==> config.mk <==
export PLATFORM = sky130hd
export DESIGN_NAME = fault_triggered_trace_recorder_core
export DESIGN_NICKNAME = d
export VERILOG_FILES = /design/src/design/ftr_pkg.sv /design/src/design/ftr_cfg.sv /design/src/design/ftr_store.sv /design/src/design/fault_triggered_trace_recorder_core.sv
export VERILOG_INCLUDE_DIRS = /design/src /design/src/design
export SDC_FILE = /design/constraint.sdc
export NUM_CORES = 2
export LEC_CHECK = 0
export BUFFER_PORTS_ARGS = -buffer_cell sky130_fd_sc_hd__buf_2
export CAP_MARGIN = 5
export CELL_PAD_IN_SITES_DETAIL_PLACEMENT = 1
export CELL_PAD_IN_SITES_GLOBAL_PLACEMENT = 1
export CORE_ASPECT_RATIO = 1.25
export CORE_MARGIN = 10
export CORE_UTILIZATION = 55
export CTS_BUF_LIST = sky130_fd_sc_hd__clkbuf_4 sky130_fd_sc_hd__clkbuf_8 sky130_fd_sc_hd__clkbuf_16
export CTS_CLUSTER_DIAMETER = 60
export DETAILED_ROUTE_END_ITERATION = 8
export PLACE_DENSITY_LB_ADDON = 0.1
export SLEW_MARGIN = 20
export SYNTH_ARGS = -nofsm -noshare
export SYNTH_HDL_FRONTEND = slang
export SYNTH_HIERARCHICAL = 1
export SYNTH_SLANG_ARGS = --single-unit
==> constraint.sdc <==
create_clock -name clk_i -period 6.8 [get_ports clk_i]
set_input_delay 1.02 -clock clk_i [delete_from_list [all_inputs] [get_ports clk_i]]
set_output_delay 1.02 -clock clk_i [all_outputs]
set_load 0.1 [all_outputs]
==> src/design/fault_triggered_trace_recorder_core_defines.svh <==
// Assertion macros used by the recorder core module.
`ifndef FAULT_TRIGGERED_TRACE_RECORDER_CORE_DEFINES_SVH
`define FAULT_TRIGGERED_TRACE_RECORDER_CORE_DEFINES_SVH

`ifndef SYNTHESIS

`define FTR_ASSERT(label, prop, msg) \
  label: assert property (@(posedge clk_i) disable iff (!rst_ni) prop) else $error(msg);

`define FTR_ASSERT_NEVER(label, cond, msg) \
  label: assert property (@(posedge clk_i) disable iff (!rst_ni) !(cond)) else $error(msg);

`else

`define FTR_ASSERT(label, prop, msg)

`define FTR_ASSERT_NEVER(label, cond, msg)

`endif

`endif

==> src/design/ftr_pkg.sv <==
package ftr_pkg;

  localparam int unsigned CapacityDef   = 32;
  localparam int unsigned EventWidthDef = 64;
  localparam int unsigned DataW         = 64;
  localparam int unsigned ReqW          = 7;
  localparam int unsigned CountW        = 32;
  localparam int unsigned PostW         = 16;
  localparam int unsigned ApbDataW      = 32;
  localparam int unsigned CfgAddrW      = 3;

  localparam logic [PostW-1:0] PostTriggerReset = 16'd16;

  typedef logic [CfgAddrW-3:0] reg_idx_t;
  localparam reg_idx_t RegPostTrigger = '0;

  typedef enum logic [1:0] {
    OP_RECORD,
    OP_FREEZE,
    OP_CLEAR,
    OP_SNAPSHOT
  } opcode_e;

  typedef enum logic [2:0] {
    ST_RECORDED,
    ST_DROPPED,
    ST_FROZEN_NOW,
    ST_ALREADY_FROZEN,
    ST_CLEARED,
    ST_ENTRY,
    ST_EMPTY,
    ST_REFUSED
  } status_e;

endpackage

==> src/design/ftr_cfg.sv <==
module ftr_cfg (
  input  logic                          clk_i,
  input  logic                          rst_ni,
  input  logic                          psel,
  input  logic                          penable,
  input  logic                          pwrite,
  input  logic [ftr_pkg::CfgAddrW-1:0]  paddr,
  input  logic [ftr_pkg::ApbDataW-1:0]  pwdata,
  output logic [ftr_pkg::ApbDataW-1:0]  prdata,
  output logic                          pready,
  output logic [ftr_pkg::PostW-1:0]     post_trigger_count_o
);
  import ftr_pkg::*;

  logic [PostW-1:0] ptc_q;
  logic             hit;
  logic             wr_en;

  assign hit   = (reg_idx_t'(paddr[CfgAddrW-1:2]) == RegPostTrigger);
  assign wr_en = psel && penable && pwrite && pready;

  always_ff @(posedge clk_i or negedge rst_ni) begin
    if (!rst_ni) begin
      ptc_q <= PostTriggerReset;
    end else if (wr_en && hit) begin
      ptc_q <= pwdata[PostW-1:0];
    end
  end

  assign prdata               = hit ? ApbDataW'(ptc_q) : '0;
  assign pready               = 1'b1;
  assign post_trigger_count_o = ptc_q;

endmodule

==> src/design/ftr_store.sv <==
module ftr_store #(
  parameter  int unsigned CAPACITY    = ftr_pkg::CapacityDef,
  parameter  int unsigned EVENT_WIDTH = ftr_pkg::EventWidthDef,
  localparam int unsigned AddrW       = $clog2(CAPACITY)
) (
  input  logic                   clk_i,
  input  logic                   we_i,
  input  logic [AddrW-1:0]       waddr_i,
  input  logic [EVENT_WIDTH-1:0] wdata_i,
  input  logic                   re_i,
  input  logic [AddrW-1:0]       raddr_i,
  output logic [EVENT_WIDTH-1:0] rdata_o
);

  logic [EVENT_WIDTH-1:0] mem_q [CAPACITY];
  logic [EVENT_WIDTH-1:0] rdata_q;

  always_ff @(posedge clk_i) begin
    if (we_i) begin
      mem_q[waddr_i] <= wdata_i;
    end
    if (re_i) begin
      rdata_q <= mem_q[raddr_i];
    end
  end

  assign rdata_o = rdata_q;

endmodule

==> src/design/fault_triggered_trace_recorder_core.sv <==
// Channel   | Handshake                  | Payload
// ----------+----------------------------+---------------------------------------------
// item in   | start, busy                | opcode_i, event_data_i, requested_count_i
// result    | result_valid_o (no stall)  | status_o, entry_data_o, last_o,
//           |                            | dropped_total_o, is_frozen_o
// config    | psel, penable, pwrite      | paddr, pwdata, prdata, pready
//
// Record, freeze and clear never raise busy; after them a new item may follow every cycle.
// The first result of each item is registered and shows in the cycle after the item is accepted.
// A snapshot of n entries makes one read of the event store per cycle, one result per entry;
// busy is raised only when n exceeds one and stays high until the read of the last entry.
// Reset clears counters and flags; the event store is not cleared.
// Results cannot be held off by the receiver.
`include "fault_triggered_trace_recorder_core_defines.svh"

module fault_triggered_trace_recorder_core #(
  parameter int unsigned CAPACITY    = ftr_pkg::CapacityDef,
  parameter int unsigned EVENT_WIDTH = ftr_pkg::EventWidthDef
) (
  input  logic                          clk_i,
  input  logic                          rst_ni,
  input  logic                          psel,
  input  logic                          penable,
  input  logic                          pwrite,
  input  logic [ftr_pkg::CfgAddrW-1:0]  paddr,
  input  logic [ftr_pkg::ApbDataW-1:0]  pwdata,
  output logic [ftr_pkg::ApbDataW-1:0]  prdata,
  output logic                          pready,
  input  logic                          start,
  output logic                          busy,
  input  logic [1:0]                    opcode_i,
  input  logic [ftr_pkg::DataW-1:0]     event_data_i,
  input  logic [ftr_pkg::ReqW-1:0]      requested_count_i,
  output logic                          result_valid_o,
  output logic [2:0]                    status_o,
  output logic [ftr_pkg::DataW-1:0]     entry_data_o,
  output logic                          last_o,
  output logic [ftr_pkg::CountW-1:0]    dropped_total_o,
  output logic                          is_frozen_o
);
  import ftr_pkg::*;

  localparam int unsigned AddrW = $clog2(CAPACITY);
  localparam int unsigned CntW  = $clog2(CAPACITY + 1);

  typedef enum logic {
    S_IDLE,
    S_SNAP
  } state_e;

  state_e            state_q, state_d;
  logic [CountW-1:0] wt_q, wt_d;
  logic              frozen_q, frozen_d;
  logic [PostW-1:0]  post_q, post_d;
  logic [CountW-1:0] drop_q, drop_d;
  logic [CntW-1:0]   left_q, left_d;
  logic [AddrW-1:0]  rd_ptr_q, rd_ptr_d;
  logic              res_valid_q, res_valid_d;
  status_e           res_status_q, res_status_d;
  logic              res_last_q, res_last_d;

  logic [PostW-1:0]       ptc;
  logic                   accept;
  logic [CountW-1:0]      stored;
  logic [CountW-1:0]      req_ext;
  logic [CountW-1:0]      take;
  logic [CntW-1:0]        n;
  logic [AddrW-1:0]       first_idx;

  logic                   mem_we;
  logic [AddrW-1:0]       mem_waddr;
  logic [EVENT_WIDTH-1:0] mem_wdata;
  logic                   mem_re;
  logic [AddrW-1:0]       mem_raddr;
  logic [EVENT_WIDTH-1:0] mem_rdata;

  ftr_cfg u_cfg (
    .clk_i                (clk_i),
    .rst_ni               (rst_ni),
    .psel                 (psel),
    .penable              (penable),
    .pwrite               (pwrite),
    .paddr                (paddr),
    .pwdata               (pwdata),
    .prdata               (prdata),
    .pready               (pready),
    .post_trigger_count_o (ptc)
  );

  ftr_store #(
    .CAPACITY    (CAPACITY),
    .EVENT_WIDTH (EVENT_WIDTH)
  ) u_store (
    .clk_i   (clk_i),
    .we_i    (mem_we),
    .waddr_i (mem_waddr),
    .wdata_i (mem_wdata),
    .re_i    (mem_re),
    .raddr_i (mem_raddr),
    .rdata_o (mem_rdata)
  );

  assign busy   = (state_q == S_SNAP);
  assign accept = start && !busy;

  assign stored    = (wt_q >= CountW'(CAPACITY)) ? CountW'(CAPACITY) : wt_q;
  assign req_ext   = CountW'(requested_count_i);
  assign take      = (req_ext < stored) ? req_ext : stored;
  assign n         = take[CntW-1:0];
  assign first_idx = wt_q[AddrW-1:0] - n[AddrW-1:0];

  always_comb begin
    state_d      = state_q;
    wt_d         = wt_q;
    frozen_d     = frozen_q;
    post_d       = post_q;
    drop_d       = drop_q;
    left_d       = left_q;
    rd_ptr_d     = rd_ptr_q;
    res_valid_d  = 1'b0;
    res_status_d = res_status_q;
    res_last_d   = 1'b0;
    mem_we       = 1'b0;
    mem_waddr    = wt_q[AddrW-1:0];
    mem_wdata    = event_data_i[EVENT_WIDTH-1:0];
    mem_re       = 1'b0;
    mem_raddr    = rd_ptr_q;

    unique case (state_q)
      S_IDLE: begin
        if (accept) begin
          res_valid_d = 1'b1;
          res_last_d  = 1'b1;
          unique case (opcode_e'(opcode_i))
            OP_RECORD: begin
              if (frozen_q && (post_q == '0)) begin
                drop_d       = drop_q + CountW'(1);
                res_status_d = ST_DROPPED;
              end else begin
                if (frozen_q) begin
                  post_d = post_q - PostW'(1);
                end
                mem_we       = 1'b1;
                wt_d         = wt_q + CountW'(1);
                res_status_d = ST_RECORDED;
              end
            end
            OP_FREEZE: begin
              if (frozen_q) begin
                res_status_d = ST_ALREADY_FROZEN;
              end else begin
                frozen_d     = 1'b1;
                post_d       = ptc;
                res_status_d = ST_FROZEN_NOW;
              end
            end
            OP_CLEAR: begin
              frozen_d     = 1'b0;
              post_d       = '0;
              drop_d       = '0;
              wt_d         = '0;
              res_status_d = ST_CLEARED;
            end
            OP_SNAPSHOT: begin
              if (requested_count_i == '0) begin
                res_status_d = ST_REFUSED;
              end else if (wt_q == '0) begin
                res_status_d = ST_EMPTY;
              end else begin
                res_status_d = ST_ENTRY;
                mem_re       = 1'b1;
                mem_raddr    = first_idx;
                res_last_d   = (n == CntW'(1));
                rd_ptr_d     = first_idx + AddrW'(1);
                left_d       = n - CntW'(1);
                if (n != CntW'(1)) begin
                  state_d = S_SNAP;
                end
              end
            end
            default: ;
          endcase
        end
      end
      S_SNAP: begin
        mem_re       = 1'b1;
        res_valid_d  = 1'b1;
        res_status_d = ST_ENTRY;
        res_last_d   = (left_q == CntW'(1));
        rd_ptr_d     = rd_ptr_q + AddrW'(1);
        left_d       = left_q - CntW'(1);
        if (left_q == CntW'(1)) begin
          state_d = S_IDLE;
        end
      end
      default: state_d = S_IDLE;
    endcase
  end

  always_ff @(posedge clk_i or negedge rst_ni) begin
    if (!rst_ni) begin
      state_q      <= S_IDLE;
      wt_q         <= '0;
      frozen_q     <= 1'b0;
      post_q       <= '0;
      drop_q       <= '0;
      left_q       <= '0;
      rd_ptr_q     <= '0;
      res_valid_q  <= 1'b0;
      res_status_q <= ST_RECORDED;
      res_last_q   <= 1'b0;
    end else begin
      state_q      <= state_d;
      wt_q         <= wt_d;
      frozen_q     <= frozen_d;
      post_q       <= post_d;
      drop_q       <= drop_d;
      left_q       <= left_d;
      rd_ptr_q     <= rd_ptr_d;
      res_valid_q  <= res_valid_d;
      res_status_q <= res_status_d;
      res_last_q   <= res_last_d;
    end
  end

  assign result_valid_o  = res_valid_q;
  assign status_o        = res_status_q;
  assign last_o          = res_last_q;
  assign entry_data_o    = (res_valid_q && (res_status_q == ST_ENTRY)) ? DataW'(mem_rdata) : '0;
  assign dropped_total_o = drop_q;
  assign is_frozen_o     = frozen_q;

  `FTR_ASSERT(a_snap_streams, busy |=> result_valid_o && (status_o == ST_ENTRY),
              "snapshot word missing while busy")
  `FTR_ASSERT(a_last_frees, (result_valid_o && last_o && (status_o == ST_ENTRY)) |-> !busy,
              "busy after last snapshot word")
  `FTR_ASSERT(a_unfreeze_by_clear,
              $fell(is_frozen_o) |-> $past(accept && (opcode_i == OP_CLEAR)),
              "frozen flag dropped without clear")
  `FTR_ASSERT(a_drop_step, (dropped_total_o != $past(dropped_total_o)) |->
              (dropped_total_o == $past(dropped_total_o) + CountW'(1)) ||
              (dropped_total_o == '0),
              "drop counter jumped")
  `FTR_ASSERT_NEVER(a_last_alone, last_o && !result_valid_o, "last without result")

endmodule
### After elaboration in Yosys (flattened, before gate mapping)

Memories as Yosys holds them, arrays and structs flattened. A register that Yosys moved wholly into a read port is not among the register bits.
Cells that the tools add are included.
Widths: inputs -> output; s select.

| operators by class | value |
|---|---|
| add/subtract/negate cells | 8 |
| magnitude comparators | 2 |
| equal/unequal tests | 15 |
| multiplexer cells | 60 |
| bitwise operators | 2 |
| reduce and logical (&&, ||, !) cells | 19 |

Operators with widths:

| kind | count |
|---|---|
| $pmux 32 s2 | 2 |
| $mux 32 | 3 |
| $add 32x1->32 const B | 2 |
| $mux 16 | 4 |
| $mux 64 | 1 |
| $pmux 16 s3 | 1 |
| $mux 5 | 9 |
| $ge 32x6->1 const B | 1 |
| $logic_not 32->1 | 1 |
| $lt 7x32->1 | 1 |
| $mux 6 | 5 |
| $mux 1 | 23 |
| $logic_not 16->1 | 1 |
| $sub 16x1->16 const B | 1 |
| $ne 2x2->1 const B | 7 |
| $eq 6x1->1 const B | 2 |
| $pmux 3 s4 | 1 |
| $pmux 6 s2 | 1 |
| $reduce_and 4->1 | 3 |
| $sub 6x1->6 const B | 2 |
| $add 5x1->5 const B | 2 |
| $pmux 1 s2 | 5 |
| $pmux 5 s2 | 1 |
| $logic_not 7->1 | 1 |
| other kinds (17) | 26 |

| word-level totals | value |
|---|---|
| bits in registers | 114 |
| memory bits (writable) | 2048 |
| input bits | 114 |
| output and inout port bits | 136 |
| logic and storage cells | 118 |
| memories | 1 |

Memories:

| name | words | width | read ports | clocked after memory_dff | write ports | line | RTL |
|---|---|---|---|---|---|---|---|
| u_store.mem_q | 32 | 64 | 1 | 1 | 1 | ftr_store.sv:15 | `logic [EVENT_WIDTH-1:0] mem_q [CAPACITY];` |

### Depth between registers and ports, before layout

| logic depth | value |
|---|---|
| word-level depth | 11 |
| gate-level depth with buffers | 26 |

### Hierarchy

The synthesis kept the hierarchy.

Modules (own cells, without submodules):

| module | times used | cells each | area an instance (µm²) |
|---|---|---|---|
| ftr_store | 1 | 3096 | 79605.1 |
| fault_triggered_trace_recorder_core | 1 | 735 | 6396.1 |
| ftr_cfg | 1 | 70 | 900.9 |

### Worst setup path after synthesis

OpenSTA, ideal clock, no wires.

| path | value |
|---|---|
| kind | register to register |
| start | reg wt_q[22] |
| end | reg u_store.rdata_q[12], in the netlist u_store/rdata_o[12] (read register of u_store.mem_q) (data pin) |
| setup time | 0.260 ns |
| arrival time | 5.188 ns |
| setup slack | 1.352 ns |
| cell stages (with the launch flop) | 25 |
| buffers on the path | 4 |
| period minus slack after synthesis | 5.448 ns |
| cells stage by stage | dfrtp_1 nor4_1 nand4_1 or2_4 clkinv_2 nand2_1 ha_1 a21oi_1 a21o_1 nand2_1 a21o_1 buf_6 mux2_4 ha_1 inv_1 ha_1 a221oi_4 xnor2_2 mux2_2 clkbuf_1 clkbuf_1 buf_1 mux4_2 mux4_2 mux2_2 |

| on the way | value |
|---|---|
| longest elaborated chain between the ends | 10 |

Ends and longest elaborated chain:

| what | line | RTL |
|---|---|---|
| from (decl) | fault_triggered_trace_recorder_core.sv:52 | `logic [CountW-1:0] wt_q, wt_d;` |
| from (signal assigned) | fault_triggered_trace_recorder_core.sv:214 | `wt_q <= wt_d;` |
| $ge 32x6->1 | fault_triggered_trace_recorder_core.sv:106 | `assign stored = (wt_q >= CountW'(CAPACITY)) ? CountW'(CAPACITY) : wt_q;` |
| $mux 32 | fault_triggered_trace_recorder_core.sv:106 |  |
| $lt 7x32->1 | fault_triggered_trace_recorder_core.sv:108 | `assign take = (req_ext < stored) ? req_ext : stored;` |
| $mux 6 | fault_triggered_trace_recorder_core.sv:108 |  |
| $sub 5x5->5 | fault_triggered_trace_recorder_core.sv:110 | `assign first_idx = wt_q[AddrW-1:0] - n[AddrW-1:0];` |
| $mux 5 * | fault_triggered_trace_recorder_core.sv:167 | `end else if (wt_q == '0) begin` |
| $mux 5 * | fault_triggered_trace_recorder_core.sv:165 | `if (requested_count_i == '0) begin` |
| $mux 5 * | fault_triggered_trace_recorder_core.sv:134 | `unique case (opcode_e'(opcode_i))` |
| $mux 5 * | fault_triggered_trace_recorder_core.sv:131 | `if (accept) begin` |
| $mux 5 * | fault_triggered_trace_recorder_core.sv:129 | `unique case (state_q)` |
| via mem_raddr[2] | fault_triggered_trace_recorder_core.sv:74 | `logic [AddrW-1:0] mem_raddr;` |
| to (decl) | ftr_store.sv:16 | `logic [EVENT_WIDTH-1:0] rdata_q;` |

The timed path passes the listed nets; every way through them passes the cells marked *.
A chain may end at the register's enable or synchronous reset.

### Worst setup path after layout

| path | value |
|---|---|
| start | reg wt_q[26] |
| end | reg u_store.rdata_q[52], in the netlist u_store/rdata_o[52] (read register of u_store.mem_q) (data pin) |

The elaborated chain is that of the path after synthesis.

==> summary.md <==
| Metric | Value |
|---|---|
| Crit share post-route | `0.904` |
| Inst Count DP | `just over 6k` |
| CP bufs+invs | `3` |
| Worst path depth | `22` |
| Sequential cell area fraction in the yosys report | `0.763` |
| Largest net degree at the start of global routing | `63` |
| CTS tree | `built` |
| Path type of the worst setup path | `reg2reg` |
| Pre-CTS setup slack | `578 ps` |
| DRT antenna net count | `0` |
| Clk sinks | `roughly 2.2k` |
| Clock transition at path regs | `60 ps` |
| Worst setup path startpoint | `wt_q[26]$_DFFE_PN0P_` |
| Initial antenna violation count | `29` |
| Commonest non-fill, non-tap cell in the layout | `edfxtp_1` |
| Fin Setup TNS | `0 ps` |
| Period minus WS final | `6150 ps` |
| Placement Rows | `about 160` |
| Multi-input logic area | `between 15000 and 20000 sq um` |
| Vias | `42.4k` |
| PD cells | `roughly 400 nW/um^2` |
| Net count, final | `between 4k and 5k` |
| Crit-path max FO | `29` |
| Multiplexer share of the synthesized area | `0.174` |
| Worst vdd ir | `319 uV` |
| WL/cell | `about 34 microns` |
| Seq cells post-synth | `around 2.2k` |
| Non-Filler Instances | `6531` |
| Fmax | `163 MHz` |
| Largest family of logic cells by synthesized area | `multiplexers` |
| Fin. max-slew vios | `0` |
| Setup Viol. Count Final | `0` |
| Initial Util | `0.552` |
| Status | `finished clean` |
| Worst Hold Class | `in2async` |
| Synth Area in Compound Gates | `0.0135` |
| Root Driver | `clkbuf_16` |
| Gr ovfl total | `0` |
| Avg Inst Size Synth | `22.3 sq um` |
| Final Cell Area | `~99000 sq um` |
| Fillers | `between 10k and 15k` |
| CP max-delay cell | `mux2_8` |
| Worst Clk Skew | `between 30 and 40 ps` |
| Worst R2R End | `u_store/rdata_o[52]$_DFFE_PP_` |
| Setup ws final | `between 600 and 700 ps` |
| Post-Synth XOR/XNOR Area | `0.00674` |
| Final WL | `225 mm` |
| Measured slew at the worst slew-check pin | `1160 ps` |
| Worst R2R Start | `wt_q[26]$_DFFE_PN0P_` |
| GRT Resource Usage Total | `0.259` |
| DRC | `0` |
| DP Area | `91800 sq um` |
| Crit path largest cell delay | `450 ps` |
| Delay-heaviest family, CP | `simple AND/OR/NAND/NOR gates` |
| Ys Warns | `6` |
| Htree depth | `4` |
| Layout cell share with drive strength beyond 1 | `0.328` |
| Syn Inst Count | `3901` |
| Worst relative slew slack | `0.222` |
| Worst R2R Setup Slack | `650 ps` |
| DIE HEIGHT | `464 microns` |
| Final hold violations | `0` |
| RSZ-0062 raised after global routing | `false` |
| Cts bufs inserted | `208` |
| Area added between synthesis and finish | `13.8%` |
| Adder-cell share of the synthesized area | `0.00317` |
| Cts hold-fix bufs | `0` |
| EDFF count, synth | `approximately 2.1k` |
| Post-synth ARST share | `0.0512` |
| Port bufs | `~210` |
| Cell variety after synth | `76` |
| First-pass DRT Iterations | `5` |
| Post_cts resized | `0` |
| Vias in the first global route | `44.8k` |
| Core area | `157000 sq um` |
| Final GP Congestion | `0.741` |
| Commonest non-fill, non-tap cells in the layout | `edfxtp_1, mux4_2, buf_2, clkbuf_16, dfrtp_1` |
| First-pass GRT wire length | `326 mm` |
| Leakage | `roughly 32 nW` |
| # Max-Cap Violations | `0` |
| Required time of the critical path | `approximately 7300 ps` |
| Crit-path cells | `nor4_1 > nand4_1 > or2_4 > clkinv_2 > nand2_1 > ha_1 > a21oi_1 > a21o_1 > nand2_1 > nor3_1 > a22oi_1 > a21boi_0 > ha_1 > a221oi_4 > xnor2_2 > mux2_8 > buf_12 > buf_12 > mux4_2 > mux2_2 > o22ai_1 > a221oi_1` |
| Main synth FF type | `edfxtp_1` |
| Io pins | `250` |
| Arr. time, crit path | `6690 ps` |
| Die area | `roughly 170000 sq um` |
| Endpoint class of the critical path | `flop` |
| Width of the die | `376 microns` |
| Initial detailed-routing violation count | `4510` |
| Later-pin clock latency in the skew report | `roughly 860 ps` |
| Vias per inst | `6.50` |
| Max Buffers Root-to-Sink | `3` |
| Setup Fix Bufs, Post-CTS | `0` |
| Worst Setup Start Kind | `flop` |
| Post-DP HPWL | `121 mm` |
| Reg2Reg Depth | `22` |
| Storage cell area | `66300 sq um` |
| Mapped Area | `86900 sq um` |
| Post-synthesis simple-gate area fraction | `0.0268` |
-- metal layers --
metal,share of wire,vias up,wire (microns),track usage
li1,-,17077,-,-
met1,0.39,23207,88700,0.352
met2,0.51,1755,115000,0.436
met3,0.070,367,15700,0.0425
met4,0.024,30,5430,0.0709
met5,0.00091,-,205,0
-- layout make-up --
cell class | instances | share of cell area
sequential | 2226 | 0.670
multi-input combinational | 1462 | 0.201
clock buffer | 242 | 0.0553
timing repair buffer | 367 | 0.0299
tap | 2062 | 0.0261
clock inverter | 142 | 0.0159
inverter | 24 | 0.000949
antenna | 6 | 0.000152
-- power by group --
part	leakage (nW)	switching [mW]	internal (mW)
combinational	8.08	6.05	5.50
clock	3.48	5.07	6.86
sequential	20.5	0.314	15.7
total	32.0	11.4	28.0
-- cell families (layout without fill, tap and decap cells) --
family / after synthesis / in the layout
simple gates: 436 / 436
other cells: 3 / 24
fa+ha+maj: 22 / 22
xor+xnor: 66 / 66
compound gates: 176 / 176
flops: 2226 / 2226
buf+inv: 228 / 775
mux: 744 / 744
-- metrics by stage --
| step | util | power (mW) | hold slack (ps) |
|---|---|---|---|
| after floorplan | - | 24.6 | 482 |
| after CTS | 0.628 | 39.9 | 215 |
| after detailed placement | 0.583 | 27.9 | 519 |
| after global routing | 0.628 | 41.0 | 284 |
| after global placement | 0.583 | 27.7 | 518 |
| final | 0.628 | 39.5 | 241 |
-- worst max-delay path by stage --
stage                                     to  slack [ps]
2_1_floorplan  u_store/rdata_o[12]$_DFFE_PP_        1350
3_3_place_gp   u_store/rdata_o[27]$_DFFE_PP_         660
3_5_place_dp   u_store/rdata_o[27]$_DFFE_PP_         580
4_1_cts        u_store/rdata_o[27]$_DFFE_PP_         560
5_1_grt         u_store/rdata_o[0]$_DFFE_PP_         210
6_report       u_store/rdata_o[52]$_DFFE_PP_         650
-- registers in the layout (all words and copies together), names as in the netlist --
signal and flops:
result_valid_o 1, left_q 6, u_store/mem_q 2048, post_q 16
wt_q 32, dropped_total_o 32, status_o 3, busy 1
last_o 1, is_frozen_o 1, u_store/rdata_o 64, rd_ptr_q 5
u_cfg/post_trigger_count_o 16
-- synth_stat cells, drive strengths merged, types with 7 or more instances --
master,number,area share
edfxtp,2112,0.73
a21oi,34,0.0020
o21ai,49,0.0028
a22oi,17,0.0015
mux2i,41,0.0048
nand3,36,0.0021
and2,74,0.0053
or3,19,0.0017
buf,124,0.0081
nand3b,7,0.00060
nor3,26,0.0016
o22ai,13,0.0011
inv,23,0.00099
nor4,9,0.00082
and3,14,0.0010
mux4,602,0.16
nor2,132,0.0057
xnor2,20,0.0021
a221oi,13,0.0015
a31oi,10,0.00079
ha,22,0.0032
clkbuf,80,0.0035
xor2,46,0.0046
dfrtp,113,0.033
a211oi,8,0.00075
mux2,101,0.014
nand2,55,0.0024
nor2b,22,0.0016
nand4,14,0.0011
Power figures use the tool's default switching activity.
